--- src/rtl/chg_pkg.sv ---
// Shared types for the gift-wrap convex hull block.
// Used by chg_turn and convex_hull_gift_wrap; depends on nothing.
`timescale 1ns / 1ps

package chg_pkg;

    // hull_size field width on the result channel
    localparam int unsigned SIZE_BITS = 7;

    // product schedule of the turn unit
    typedef enum logic [3:0] {
        OP_UX_WY = 4'd0,
        OP_UY_WX = 4'd1,
        OP_UX_WX = 4'd2,
        OP_UY_WY = 4'd3,
        OP_EX_UX = 4'd4,
        OP_EY_UY = 4'd5,
        OP_EX_WX = 4'd6,
        OP_EY_WY = 4'd7,
        OP_UX_UX = 4'd8,
        OP_UY_UY = 4'd9,
        OP_WX_WX = 4'd10,
        OP_WY_WY = 4'd11
    } op_t;

    // request to and response from the turn unit
    typedef struct packed {
        logic start;
    } turn_req_t;

    typedef struct packed {
        logic done;
        logic less;
    } turn_rsp_t;

endpackage

--- src/rtl/chg_store.sv ---
// Point store: one write port, one read port with registered read data.
// No dependencies.
`timescale 1ns / 1ps

module chg_store #(
    parameter int unsigned DEPTH = 64,
    parameter int unsigned WIDTH = 32
) (
    input  logic                     aclk,
    input  logic                     we,
    input  logic [$clog2(DEPTH)-1:0] waddr,
    input  logic [WIDTH-1:0]         wdata,
    input  logic [$clog2(DEPTH)-1:0] raddr,
    output logic [WIDTH-1:0]         rdata
);

    logic [WIDTH-1:0] mem [DEPTH];
    logic [WIDTH-1:0] rdata_reg;

    // write port
    always_ff @(posedge aclk) begin
        if (we) begin
            mem[waddr] <= wdata;
        end
    end

    // registered read port
    always_ff @(posedge aclk) begin
        rdata_reg <= mem[raddr];
    end

    assign rdata = rdata_reg;

endmodule

--- src/rtl/chg_turn.sv ---
// Turn comparison unit: one shared multiplier run over twelve products,
// then a registered decision. Depends on chg_pkg.
`timescale 1ns / 1ps

module chg_turn #(
    parameter int unsigned CB = 16
) (
    input  logic                  aclk,
    input  logic                  aresetn,
    input  chg_pkg::turn_req_t    req,
    input  logic signed [CB-1:0]  cur_x,
    input  logic signed [CB-1:0]  cur_y,
    input  logic signed [CB-1:0]  cand_x,
    input  logic signed [CB-1:0]  cand_y,
    input  logic signed [CB-1:0]  best_x,
    input  logic signed [CB-1:0]  best_y,
    input  logic signed [CB:0]    edge_x,
    input  logic signed [CB:0]    edge_y,
    output chg_pkg::turn_rsp_t    rsp
);

    localparam int unsigned PW    = 2 * CB + 2;
    localparam int unsigned ACC_W = 2 * CB + 3;

    logic signed [CB:0] ux, uy, wx, wy;
    logic signed [CB:0] opa, opb;

    logic               busy_reg, busy_next;
    chg_pkg::op_t       op_reg, op_next;
    logic               pv_reg;
    chg_pkg::op_t       pop_reg;
    logic signed [PW-1:0] prod_reg;
    logic               fin_reg, done_reg, less_reg;
    logic signed [ACC_W-1:0] acc_reg [6];
    logic signed [ACC_W-1:0] pext;
    logic [2:0]         acc_idx;
    logic               decide;

    // offsets from the current vertex: u for the candidate, w for the best
    assign ux = {cand_x[CB-1], cand_x} - {cur_x[CB-1], cur_x};
    assign uy = {cand_y[CB-1], cand_y} - {cur_y[CB-1], cur_y};
    assign wx = {best_x[CB-1], best_x} - {cur_x[CB-1], cur_x};
    assign wy = {best_y[CB-1], best_y} - {cur_y[CB-1], cur_y};

    // operand selection for the shared multiplier
    always_comb begin
        case (op_reg)
            chg_pkg::OP_UX_WY: begin opa = ux;     opb = wy; end
            chg_pkg::OP_UY_WX: begin opa = uy;     opb = wx; end
            chg_pkg::OP_UX_WX: begin opa = ux;     opb = wx; end
            chg_pkg::OP_UY_WY: begin opa = uy;     opb = wy; end
            chg_pkg::OP_EX_UX: begin opa = edge_x; opb = ux; end
            chg_pkg::OP_EY_UY: begin opa = edge_y; opb = uy; end
            chg_pkg::OP_EX_WX: begin opa = edge_x; opb = wx; end
            chg_pkg::OP_EY_WY: begin opa = edge_y; opb = wy; end
            chg_pkg::OP_UX_UX: begin opa = ux;     opb = ux; end
            chg_pkg::OP_UY_UY: begin opa = uy;     opb = uy; end
            chg_pkg::OP_WX_WX: begin opa = wx;     opb = wx; end
            chg_pkg::OP_WY_WY: begin opa = wy;     opb = wy; end
            default:           begin opa = '0;     opb = '0; end
        endcase
    end

    // sequencer
    always_comb begin
        busy_next = busy_reg;
        op_next   = op_reg;
        if (req.start) begin
            busy_next = 1'b1;
            op_next   = chg_pkg::OP_UX_WY;
        end else if (busy_reg) begin
            if (op_reg == chg_pkg::OP_WY_WY) begin
                busy_next = 1'b0;
            end else begin
                op_next = chg_pkg::op_t'(op_reg + 4'd1);
            end
        end
    end

    always_ff @(posedge aclk) begin
        if (!aresetn) begin
            busy_reg <= 1'b0;
            op_reg   <= chg_pkg::OP_UX_WY;
            pv_reg   <= 1'b0;
            fin_reg  <= 1'b0;
            done_reg <= 1'b0;
        end else begin
            busy_reg <= busy_next;
            op_reg   <= op_next;
            pv_reg   <= busy_reg;
            fin_reg  <= pv_reg && (pop_reg == chg_pkg::OP_WY_WY);
            done_reg <= fin_reg;
        end
    end

    // product register
    always_ff @(posedge aclk) begin
        prod_reg <= PW'(opa * opb);
        pop_reg  <= op_reg;
    end

    // pairwise sums: cross, dot, edge.u, edge.w, |u|^2, |w|^2
    assign pext    = {prod_reg[PW-1], prod_reg};
    assign acc_idx = pop_reg[3:1];

    always_ff @(posedge aclk) begin
        if (pv_reg) begin
            if (!pop_reg[0]) begin
                acc_reg[acc_idx] <= pext;
            end else if (pop_reg == chg_pkg::OP_UY_WX) begin
                acc_reg[acc_idx] <= acc_reg[acc_idx] - pext;
            end else begin
                acc_reg[acc_idx] <= acc_reg[acc_idx] + pext;
            end
        end
    end

    // candidate turns less than the best so far
    always_comb begin
        if (acc_reg[0] != '0) begin
            decide = acc_reg[0] > 0;
        end else if (acc_reg[1] < 0 && acc_reg[2] != acc_reg[3]) begin
            decide = acc_reg[2] > acc_reg[3];
        end else begin
            decide = acc_reg[4] > acc_reg[5];
        end
    end

    always_ff @(posedge aclk) begin
        if (fin_reg) begin
            less_reg <= decide;
        end
    end

    assign rsp.done = done_reg;
    assign rsp.less = less_reg;

endmodule

--- src/rtl/convex_hull_gift_wrap.sv ---
// Gift-wrap convex hull. Points load at one beat per cycle; a last point
// starts the search: each point is read and compared for the lowest-point scan,
// then each hull step reads entry k and every later candidate, with a turn test for
// each one that differs from the current vertex (chg_turn runs twelve products).
// Vertices then leave one at a time. One point set at a time.
// aresetn (synchronous) empties the store; stored data is not cleared.
`timescale 1ns / 1ps

module convex_hull_gift_wrap #(
    parameter int unsigned POINTS     = 64,
    parameter int unsigned COORD_BITS = 16
) (
    input  logic aclk,
    input  logic aresetn,
    // point_x, point_y (low bits up), zero padded
    input  logic [((2*COORD_BITS+7)/8)*8-1:0] s_tdata,
    input  logic                              s_tlast,
    input  logic                              s_tvalid,
    output logic                              s_tready,
    // hull_x, hull_y, hull_size (low bits up), zero padded
    output logic [((2*COORD_BITS+chg_pkg::SIZE_BITS+7)/8)*8-1:0] m_tdata,
    output logic                              m_tlast,
    output logic                              m_tvalid,
    input  logic                              m_tready
);

    localparam int unsigned CB    = COORD_BITS;
    localparam int unsigned IDX   = $clog2(POINTS);
    localparam int unsigned CNT   = $clog2(POINTS + 1);
    localparam int unsigned OUT_W = ((2*CB+chg_pkg::SIZE_BITS+7)/8)*8;

    typedef enum logic [12:0] {
        S_LOAD    = 13'b0000000000001,
        S_LOW_RD  = 13'b0000000000010,
        S_LOW_CMP = 13'b0000000000100,
        S_K_RD    = 13'b0000000001000,
        S_K_GET   = 13'b0000000010000,
        S_C_RD    = 13'b0000000100000,
        S_C_GET   = 13'b0000001000000,
        S_C_WAIT  = 13'b0000010000000,
        S_SWAP1   = 13'b0000100000000,
        S_SWAP2   = 13'b0001000000000,
        S_E_RD    = 13'b0010000000000,
        S_E_GET   = 13'b0100000000000,
        S_E_OUT   = 13'b1000000000000
    } state_t;

    state_t state_reg, state_next;

    logic [CNT-1:0] cnt_reg, cnt_next;
    logic [CNT-1:0] n_reg, n_next;
    logic [CNT-1:0] i_reg, i_next;
    logic [CNT-1:0] k_reg, k_next;
    logic [IDX-1:0] bidx_reg, bidx_next;

    logic signed [CB-1:0] lo_x_reg, lo_x_next, lo_y_reg, lo_y_next;
    logic signed [CB-1:0] cur_x_reg, cur_x_next, cur_y_reg, cur_y_next;
    logic signed [CB-1:0] best_x_reg, best_x_next, best_y_reg, best_y_next;
    logic signed [CB-1:0] cand_x_reg, cand_x_next, cand_y_reg, cand_y_next;
    logic [2*CB-1:0]      kval_reg, kval_next;
    logic signed [CB:0]   ex_reg, ex_next, ey_reg, ey_next;

    logic signed [CB-1:0] out_x_reg, out_x_next, out_y_reg, out_y_next;
    logic                 out_last_reg, out_last_next;

    logic            we;
    logic [IDX-1:0]  waddr, raddr;
    logic [2*CB-1:0] wdata, rdata;
    logic signed [CB-1:0] rd_x, rd_y;

    chg_pkg::turn_req_t treq;
    chg_pkg::turn_rsp_t trsp;

    assign rd_x = rdata[CB-1:0];
    assign rd_y = rdata[2*CB-1:CB];

    chg_store #(
        .DEPTH (POINTS),
        .WIDTH (2 * CB)
    ) u_store (
        .aclk  (aclk),
        .we    (we),
        .waddr (waddr),
        .wdata (wdata),
        .raddr (raddr),
        .rdata (rdata)
    );

    chg_turn #(
        .CB (CB)
    ) u_turn (
        .aclk    (aclk),
        .aresetn (aresetn),
        .req     (treq),
        .cur_x   (cur_x_reg),
        .cur_y   (cur_y_reg),
        .cand_x  (cand_x_reg),
        .cand_y  (cand_y_reg),
        .best_x  (best_x_reg),
        .best_y  (best_y_reg),
        .edge_x  (ex_reg),
        .edge_y  (ey_reg),
        .rsp     (trsp)
    );

    assign s_tready = (state_reg == S_LOAD);
    assign m_tvalid = (state_reg == S_E_OUT);
    assign m_tlast  = out_last_reg;
    assign m_tdata  = OUT_W'({k_reg, out_y_reg, out_x_reg});

    // sequencer
    always_comb begin
        state_next    = state_reg;
        cnt_next      = cnt_reg;
        n_next        = n_reg;
        i_next        = i_reg;
        k_next        = k_reg;
        bidx_next     = bidx_reg;
        lo_x_next     = lo_x_reg;
        lo_y_next     = lo_y_reg;
        cur_x_next    = cur_x_reg;
        cur_y_next    = cur_y_reg;
        best_x_next   = best_x_reg;
        best_y_next   = best_y_reg;
        cand_x_next   = cand_x_reg;
        cand_y_next   = cand_y_reg;
        kval_next     = kval_reg;
        ex_next       = ex_reg;
        ey_next       = ey_reg;
        out_x_next    = out_x_reg;
        out_y_next    = out_y_reg;
        out_last_next = out_last_reg;
        we            = 1'b0;
        waddr         = cnt_reg[IDX-1:0];
        wdata         = s_tdata[2*CB-1:0];
        raddr         = i_reg[IDX-1:0];
        treq.start    = 1'b0;

        case (state_reg)
            // take points until the last beat
            S_LOAD: begin
                if (s_tvalid) begin
                    if (cnt_reg < CNT'(POINTS)) begin
                        we       = 1'b1;
                        cnt_next = cnt_reg + CNT'(1);
                    end
                    if (s_tlast) begin
                        n_next     = cnt_next;
                        i_next     = '0;
                        state_next = S_LOW_RD;
                    end
                end
            end
            // lowest point, rightmost on a tie
            S_LOW_RD: begin
                state_next = S_LOW_CMP;
            end
            S_LOW_CMP: begin
                if (i_reg == '0 || rd_y < lo_y_reg ||
                    (rd_y == lo_y_reg && rd_x > lo_x_reg)) begin
                    lo_x_next = rd_x;
                    lo_y_next = rd_y;
                end
                i_next = i_reg + CNT'(1);
                if (i_next == n_reg) begin
                    cur_x_next = (i_reg == '0) ? rd_x : lo_x_next;
                    cur_y_next = lo_y_next;
                    ex_next    = (CB+1)'(1);
                    ey_next    = '0;
                    k_next     = '0;
                    state_next = S_K_RD;
                end else begin
                    state_next = S_LOW_RD;
                end
            end
            // first candidate of a step is entry k
            S_K_RD: begin
                raddr      = k_reg[IDX-1:0];
                state_next = S_K_GET;
            end
            S_K_GET: begin
                best_x_next = rd_x;
                best_y_next = rd_y;
                kval_next   = rdata;
                bidx_next   = k_reg[IDX-1:0];
                i_next      = k_reg + CNT'(1);
                state_next  = (i_next == n_reg) ? S_SWAP1 : S_C_RD;
            end
            S_C_RD: begin
                state_next = S_C_GET;
            end
            S_C_GET: begin
                cand_x_next = rd_x;
                cand_y_next = rd_y;
                if (rd_x == cur_x_reg && rd_y == cur_y_reg) begin
                    i_next     = i_reg + CNT'(1);
                    state_next = (i_next == n_reg) ? S_SWAP1 : S_C_RD;
                end else begin
                    treq.start = 1'b1;
                    state_next = S_C_WAIT;
                end
            end
            S_C_WAIT: begin
                if (trsp.done) begin
                    if ((best_x_reg == cur_x_reg && best_y_reg == cur_y_reg) ||
                        trsp.less) begin
                        best_x_next = cand_x_reg;
                        best_y_next = cand_y_reg;
                        bidx_next   = i_reg[IDX-1:0];
                    end
                    i_next     = i_reg + CNT'(1);
                    state_next = (i_next == n_reg) ? S_SWAP1 : S_C_RD;
                end
            end
            // swap chosen entry into place k
            S_SWAP1: begin
                we         = 1'b1;
                waddr      = bidx_reg;
                wdata      = kval_reg;
                state_next = S_SWAP2;
            end
            S_SWAP2: begin
                we         = 1'b1;
                waddr      = k_reg[IDX-1:0];
                wdata      = {best_y_reg, best_x_reg};
                ex_next    = {best_x_reg[CB-1], best_x_reg} - {cur_x_reg[CB-1], cur_x_reg};
                ey_next    = {best_y_reg[CB-1], best_y_reg} - {cur_y_reg[CB-1], cur_y_reg};
                cur_x_next = best_x_reg;
                cur_y_next = best_y_reg;
                k_next     = k_reg + CNT'(1);
                if (k_next == n_reg ||
                    (best_x_reg == lo_x_reg && best_y_reg == lo_y_reg)) begin
                    i_next     = '0;
                    state_next = S_E_RD;
                end else begin
                    state_next = S_K_RD;
                end
            end
            // emit entries 0 .. k-1
            S_E_RD: begin
                state_next = S_E_GET;
            end
            S_E_GET: begin
                out_x_next    = rd_x;
                out_y_next    = rd_y;
                out_last_next = (i_reg + CNT'(1) == k_reg);
                state_next    = S_E_OUT;
            end
            S_E_OUT: begin
                if (m_tready) begin
                    i_next = i_reg + CNT'(1);
                    if (out_last_reg) begin
                        cnt_next   = '0;
                        state_next = S_LOAD;
                    end else begin
                        state_next = S_E_RD;
                    end
                end
            end
            default: begin
                state_next = S_LOAD;
            end
        endcase
    end

    // control state
    always_ff @(posedge aclk) begin
        if (!aresetn) begin
            state_reg    <= S_LOAD;
            cnt_reg      <= '0;
            k_reg        <= '0;
            out_last_reg <= 1'b0;
        end else begin
            state_reg    <= state_next;
            cnt_reg      <= cnt_next;
            k_reg        <= k_next;
            out_last_reg <= out_last_next;
        end
    end

    // working registers
    always_ff @(posedge aclk) begin
        n_reg      <= n_next;
        i_reg      <= i_next;
        bidx_reg   <= bidx_next;
        lo_x_reg   <= lo_x_next;
        lo_y_reg   <= lo_y_next;
        cur_x_reg  <= cur_x_next;
        cur_y_reg  <= cur_y_next;
        best_x_reg <= best_x_next;
        best_y_reg <= best_y_next;
        cand_x_reg <= cand_x_next;
        cand_y_reg <= cand_y_next;
        kval_reg   <= kval_next;
        ex_reg     <= ex_next;
        ey_reg     <= ey_next;
        out_x_reg  <= out_x_next;
        out_y_reg  <= out_y_next;
    end

    // checks
    a_no_overlap: assert property (@(posedge aclk) disable iff (!aresetn)
        !(s_tready && m_tvalid))
        else $error("input and output open together");

    a_cnt_bound: assert property (@(posedge aclk) disable iff (!aresetn)
        cnt_reg <= CNT'(POINTS))
        else $error("point count past store depth");

    a_turn_done: assert property (@(posedge aclk) disable iff (!aresetn)
        trsp.done |-> state_reg == S_C_WAIT)
        else $error("turn result outside wait");

    a_size_bound: assert property (@(posedge aclk) disable iff (!aresetn)
        m_tvalid |-> (k_reg != '0 && k_reg <= n_reg))
        else $error("hull size out of range");

endmodule

--- config.mk ---
export PLATFORM = sky130hd
export DESIGN_NAME = convex_hull_gift_wrap
export DESIGN_NICKNAME = d
export VERILOG_FILES = /design/src/rtl/chg_pkg.sv /design/src/rtl/chg_store.sv /design/src/rtl/chg_turn.sv /design/src/rtl/convex_hull_gift_wrap.sv
export SDC_FILE = /design/constraint.sdc
export NUM_CORES = 2
export LEC_CHECK = 0
export BUFFER_PORTS_ARGS = -buffer_cell sky130_fd_sc_hd__buf_2
export CORE_ASPECT_RATIO = 2
export CORE_MARGIN = 2
export CORE_UTILIZATION = 26
export CTS_CLUSTER_DIAMETER = 100
export DETAILED_ROUTE_END_ITERATION = 8
export PLACE_DENSITY = 0.38
export RECOVER_POWER = 25
export SLEW_MARGIN = 20
export SYNTH_ARGS = -nofsm -noshare
export SYNTH_HDL_FRONTEND = slang
export SYNTH_SLANG_ARGS = --single-unit
--- constraint.sdc ---
create_clock -name aclk -period 11.4 [get_ports aclk]
set_clock_uncertainty 0.2 [all_clocks]
set_input_delay 3.42 -clock aclk [delete_from_list [all_inputs] [get_ports aclk]]
set_output_delay 3.42 -clock aclk [all_outputs]
set_load 0.005 [all_outputs]
**After elaboration in Yosys (flattened, before gate mapping)**

Memory sizes are Yosys's and may differ from the RTL's. A register that Yosys moved wholly into a read port is not among the register bits.
Cells that the tools add are included.

- Output and inout bits: 43
- Input port bits: 37
- Memories: 2
- Register bits after elaboration: 321
- Memory bits (writable): 2,258
- Logic and storage cells: 207

Memory list:

| name | words | bits a word | rd ports | clocked after Yosys merged registers in | wr ports | line | text |
|---|---|---|---|---|---|---|---|
| u_store.mem | 64 | 32 | 1 | 1 | 1 | chg_store.sv:17 | `logic [WIDTH-1:0] mem [DEPTH];` |
| u_turn.acc_reg | 6 | 35 | 7 | 1 | 1 | chg_turn.sv:34 | `logic signed [ACC_W-1:0] acc_reg [6];` |

- Multipliers: 1
- Bitwise logic cells: 4
- Equality and inequality tests: 46
- Order comparisons: 7
- Multiplexer cells: 75
- Reduce and logical (&&, ||, !) cells: 34
- Add/sub/neg operators: 10

Operators by type and width:

| cell | number |
|---|---|
| 13-bit one-hot mux with 13 select lines | 1 |
| 16-bit 2-to-1 mux | 9 |
| 16-bit one-hot mux with 2 select lines | 4 |
| 16-bit == test | 7 |
| 17-bit one-hot mux with 6 select lines | 1 |
| 7-bit 2-to-1 mux | 11 |
| 35-bit greater-than comparator | 2 |
| 35-bit 2-to-1 mux | 2 |
| 17-bit one-hot mux with 2 select lines | 2 |
| 17-bit one-hot mux with 4 select lines | 1 |
| 16-bit by 16-bit subtractor with 17-bit output | 4 |
| 32-bit one-hot mux with 2 select lines | 1 |
| 13-bit 2-to-1 mux | 4 |
| 7-bit one-hot mux with 7 select lines | 1 |
| 35-bit by 34-bit adder with 35-bit output | 1 |
| 35-bit by 1-bit greater-than comparator with 1-bit output, second input constant | 1 |
| 35-bit by 1-bit less-than comparator with 1-bit output, second input constant | 1 |
| 35-bit != test | 1 |
| 35-bit nonzero test | 1 |
| 35-bit by 34-bit subtractor with 35-bit output | 1 |
| 17-bit by 17-bit multiplier with 34-bit output | 1 |
| 17-bit 2-to-1 mux | 2 |
| 7-bit one-hot mux with 2 select lines | 2 |
| 9-bit 2-to-1 mux | 3 |
| other kinds (46) | 113 |

**Longest topological paths before layout**

- Depth after elaboration: 7
- Gate-level depth with buffers: 37

**Hierarchy**

Synthesis repeated with hierarchy kept, for this count alone.

- Cells, all modules: 7,830
- Area total of the unflattened synthesis: 125,369.0 um2

By module, submodules not included:

| module | area each (um2) | times used | cells an instance |
|---|---|---|---|
| chg_store | 78,512.8 | 1 | 3,324 |
| chg_turn | 32,001.9 | 1 | 3,150 |
| convex_hull_gift_wrap | 14,854.2 | 1 | 1,356 |

**Worst setup path before layout**

No wires, ideal clock.

- Kind: register -> register
- Start point: reg cur_x_reg[0]
- End point: reg u_turn.prod_reg[32]
- Cell stages (with the launch flop): 32
- Data arrival time: 8,282 ps
- Setup slack: 2,845 ps
- Buffers on the path: 1
- Clock period less this slack: 8,555 ps
- Cell sequence: edfxtp_1 -> ha_1 -> fa_1 -> nand2b_1 -> a21boi_0 -> o21ai_0 -> a22o_1 -> o21ai_0 -> a21oi_1 -> a21o_1 -> a31oi_1 -> and3_1 -> clkbuf_1 -> nor2_1 -> fa_1 -> inv_1 -> fa_1 -> fa_1 -> fa_1 -> fa_1 -> fa_1 -> inv_1 -> ha_1 -> a21o_1 -> a21oi_1 -> o21bai_1 -> a211oi_1 -> o21bai_1 -> a221oi_1 -> o2111ai_1 -> a21oi_1 -> xnor2_1

- Longest elaborated chain between the ends: 3
- Elaborated cells on any way between the ends: 5

Ends and longest elaborated chain:

| element | line | text |
|---|---|---|
| from (decl) | convex_hull_gift_wrap.sv:57 | `logic signed [CB-1:0] cur_x_reg, cur_x_next, cur_y_reg, cur_y_next;` |
| from (signal assigned) | convex_hull_gift_wrap.sv:288 | `cur_x_reg <= cur_x_next;` |
| 16-bit by 16-bit subtractor with 17-bit output, on equally long branches | chg_turn.sv:42, chg_turn.sv:40 |  |
| 17-bit one-hot mux with 6 select lines / 17-bit one-hot mux with 4 select lines (equally long branches) | chg_turn.sv:47 | `case (op_reg)` |
| 17-bit by 17-bit multiplier with 34-bit output (*) | chg_turn.sv:98 | `prod_reg <= PW'(opa * opb);` |
| to (signal assigned) | chg_turn.sv:98 |  |
| to (decl) | chg_turn.sv:32 | `logic signed [PW-1:0] prod_reg;` |

Mark *: on every way between the ends. The rest lies on a longest branch, timed or not.
A chain may end at the register's enable or synchronous reset.

**Worst setup path in the final report**

- Start point: reg cur_x_reg[1]
- End point: reg u_turn.prod_reg[31]

Same word-level chain as after synthesis.

==> impl_results.md <==
* Slew HR at -175.9%
* Most used cell along the critical path: fa_1
* Initial antenna violation count at 39
* Number of synthesized register bits at 2681
* IO Port Bufs at around 80
* Largest net degree at the start of global routing at between 100 and 150
* Layout cell share with drive strength beyond 1 at a little over a tenth
* Most common cell after layout, fill and taps aside: edfxtp_1
* Failing checks: max-capacitance violations, max-slew violations
* Worst-Skew Late Latency at about 940 ps
* Die X at slightly below 500 um
* Vias at approximately 84000
* Fin cells at between 15000 and 20000
* HPWL Detailed at approximately 360 mm
* Clk slew on worst S/H paths at about 80 ps
* Layout Cell Area excl Fill at around 0.14 sq mm
* DRT Pass-1 Iters at 5
* Crit path buf inv count at 5
* Final Hold Viols at 0
* Vias in the first global route at a little under 90000
* CTS tree: yes
* Num CTS Buffers at about 270
* Status: complete, but fails checks
* Worst setup SP type: flip-flop
* Avg Synthesized Cell Area at between 10 and 15 sq um
* Max-slew violation count at 1363
* Clk root buf: clkbuf_16
* GP Congestion at 0.9003
* Total die area at 0.4899 sq mm
* DRT iter0 DRCs at about 6000
* CP required at 12040 ps
* Final cycle utilization of the critical path at between 80% and 90%
* # Post-CTS Setup Buffers at 0
* Routed len/inst at between 30 and 40 um
* Library cells used by synthesis at 90
* Placed cell count at ~16000
* Resize count post-CTS at 0
* Post-Syn Area at 0.1258 sq mm
* Worst-Margin Slew at slightly above 4000 ps
* Synth warn at 0
* Arrival time at the worst endpoint at 10770 ps
* Initial Util at between 20% and 30%
* Final WS setup at about 1300 ps
* FP Rows at between 300 and 400
* Async set or reset register ratio after synthesis at 0%
* Post-place instance area at about 0.14 sq mm
* Number of flops mapped to enable cells by yosys at around 2600
* H-tree Lvls at 5
* Count of clock tree sinks at roughly 2700
* Final setup vio count at 0
* Pre-CTS WS at about 1300 ps
* CTS Buffer Depth at 4
* Max incr delay on CP at 730 ps
* Worst hold path type: flip-flop to flip-flop
* Top_reg_cell synth: edfxtp_1
* Largest register FFs at 2048
* Util after Layout at 29.90%
* Critical path class: flip-flop to flip-flop
* Sum of negative setup slack at 0 ps
* RSZ-0062 raised after global routing: no
* Element type at the critical path end: flip-flop
* Seq/Total Area, Yosys at a little over three fifths
* Detailed-route DRC error count at 0
* Crit-path slowest cell: and3b_1
* # hold bufs at CTS at 0
* Max Clk Rate at a little under 0.1 GHz
* Nets at ~11000
* Crit Path Max Fanout at 14
* Worst VDD drop at around 0.22 mV
* First-pass GRT wire length at approximately 720 mm
* Total of max-cap violations at 36
* Area Overhead vs Synth at 14.63%
* Static leakage at between 50 and 60 nW
* Tmin final at about 10000 ps
* Via density at slightly below 5
* Core area at 0.4824 sq mm
* Post-route ant nets at 0
* CP delay by family, top: adder cells
* Boundary Pins at 80
* Mapped Cells at approximately 10000
* Power density cells at about 210 mW/mm^2
* Remaining Overflow, GRT at 0
* Gr usage total at between 20% and 30%
* Final WL at between 500 and 600 mm
* Mapped Nets at about 11000
* Die height at just under 1 mm
* Most frequent cells in the layout: 2575 x edfxtp_1, 2115 x nand2_1, 852 x nand3_1, 530 x inv_1, 353 x nor2_1
## final cells by class
class	instances	area, sq um
multi-input combinational	6379	43140
clock buffer	337	7268
clock inverter	143	1287
antenna	128	320.3
timing repair buffer	401	2840
fill	48960	338100
sequential	2681	79450
tap	6352	7948
inverter	532	1997
## worst register-to-register path: cells and delay by family (launching register included)
family	cells	cell delay [ps]
adders and majority gates	8	3750
AOI/OAI and AO/OA	12	3430
and+or+nand+nor	6	1710
DFF	1	500
buffers and inverters	5	310
xor gates and xnor gates	1	140
## where the power goes
part,switching [W],internal [W],leakage (nW),total (W)
sequential,0.000296,0.0111,24.1,0.0114
clock,0.00410,0.00494,4.18,0.00904
combinational,0.00700,0.00236,22.6,0.00935
## per-layer routing
metal | GRT usage (%) | wire length, um
met1 | 20.30 | 172900
met2 | 41.41 | 295400
met3 | 1.969 | 16780
met4 | 15.17 | 44670
met5 | 0 | 27
## Yosys cell counts, types with 24 or more instances
| cell type | count | share of area, % |
|---|---|---|
| and3_1 | 133 | 0.66 |
| xnor2_1 | 145 | 1.0 |
| o21bai_1 | 27 | 0.16 |
| o22ai_1 | 30 | 0.15 |
| buf_2 | 150 | 0.60 |
| nor2_1 | 431 | 1.3 |
| and2_1 | 52 | 0.26 |
| a21oi_1 | 218 | 0.87 |
| nor4_1 | 32 | 0.16 |
| o21ai_0 | 185 | 0.74 |
| mux4_2 | 70 | 1.3 |
| xor2_1 | 75 | 0.52 |
| a221oi_1 | 24 | 0.17 |
| nor3_1 | 52 | 0.21 |
| mux2_2 | 142 | 1.3 |
| edfxtp_1 | 2575 | 61 |
| mux2i_1 | 132 | 1.0 |
| a311oi_1 | 24 | 0.17 |
| a31oi_1 | 241 | 1.2 |
| nand2_1 | 2135 | 6.4 |
| a21o_1 | 80 | 0.48 |
| clkbuf_1 | 309 | 0.92 |
| inv_1 | 531 | 1.6 |
| ha_1 | 326 | 3.2 |
| nor2b_1 | 48 | 0.24 |
| o21a_1 | 26 | 0.16 |
| fa_1 | 303 | 4.8 |
| a211oi_1 | 45 | 0.27 |
| nand2b_1 | 40 | 0.20 |
| a32oi_1 | 95 | 0.66 |
| nand3_1 | 852 | 3.4 |
| nand4_1 | 100 | 0.50 |
| dfxtp_1 | 106 | 1.7 |
| buf_1 | 52 | 0.16 |
| a22oi_1 | 53 | 0.32 |
## final timing paths
check	slack, ps	to	cells past startpoint	from
worst max register to register	1260	u_turn.prod_reg[31]$_DFF_P_	32	cur_x_reg[1]$_DFFE_PP_
worst max-delay path	1260	u_turn.prod_reg[31]$_DFF_P_	32	cur_x_reg[1]$_DFFE_PP_
worst min register to register	240	u_turn.pop_reg[1]$_DFF_P_	0	u_turn.op_reg[1]$_SDFFE_PP0P_
worst min-delay path	240	u_turn.pop_reg[1]$_DFF_P_	0	u_turn.op_reg[1]$_SDFFE_PP0P_
## logic make-up (layout without fill, tap and decap cells)
group           Yosys count  count (layout)  share of synthesized area, %
fa+ha+maj               629             629                         8.061
other cells               1             129                      0.002980
simple gates           3960            3960                         13.77
xor+xnor                220             220                         1.531
mux                     345             345                         3.591
compound gates         1224            1224                         6.587
buf+inv                1053            1413                         3.326
flops                  2681            2681                         63.13
## per-stage QoR
stage	total power (W)	hold WS [ps]
3_3_place_gp	0.02112	237.5
6_report	0.02981	239.3
3_5_place_dp	0.02116	243.2
2_1_floorplan	0.01624	125.8
5_1_grt	0.03083	249.8
4_1_cts	0.03024	239.0
Power figures use the tool's default switching activity.
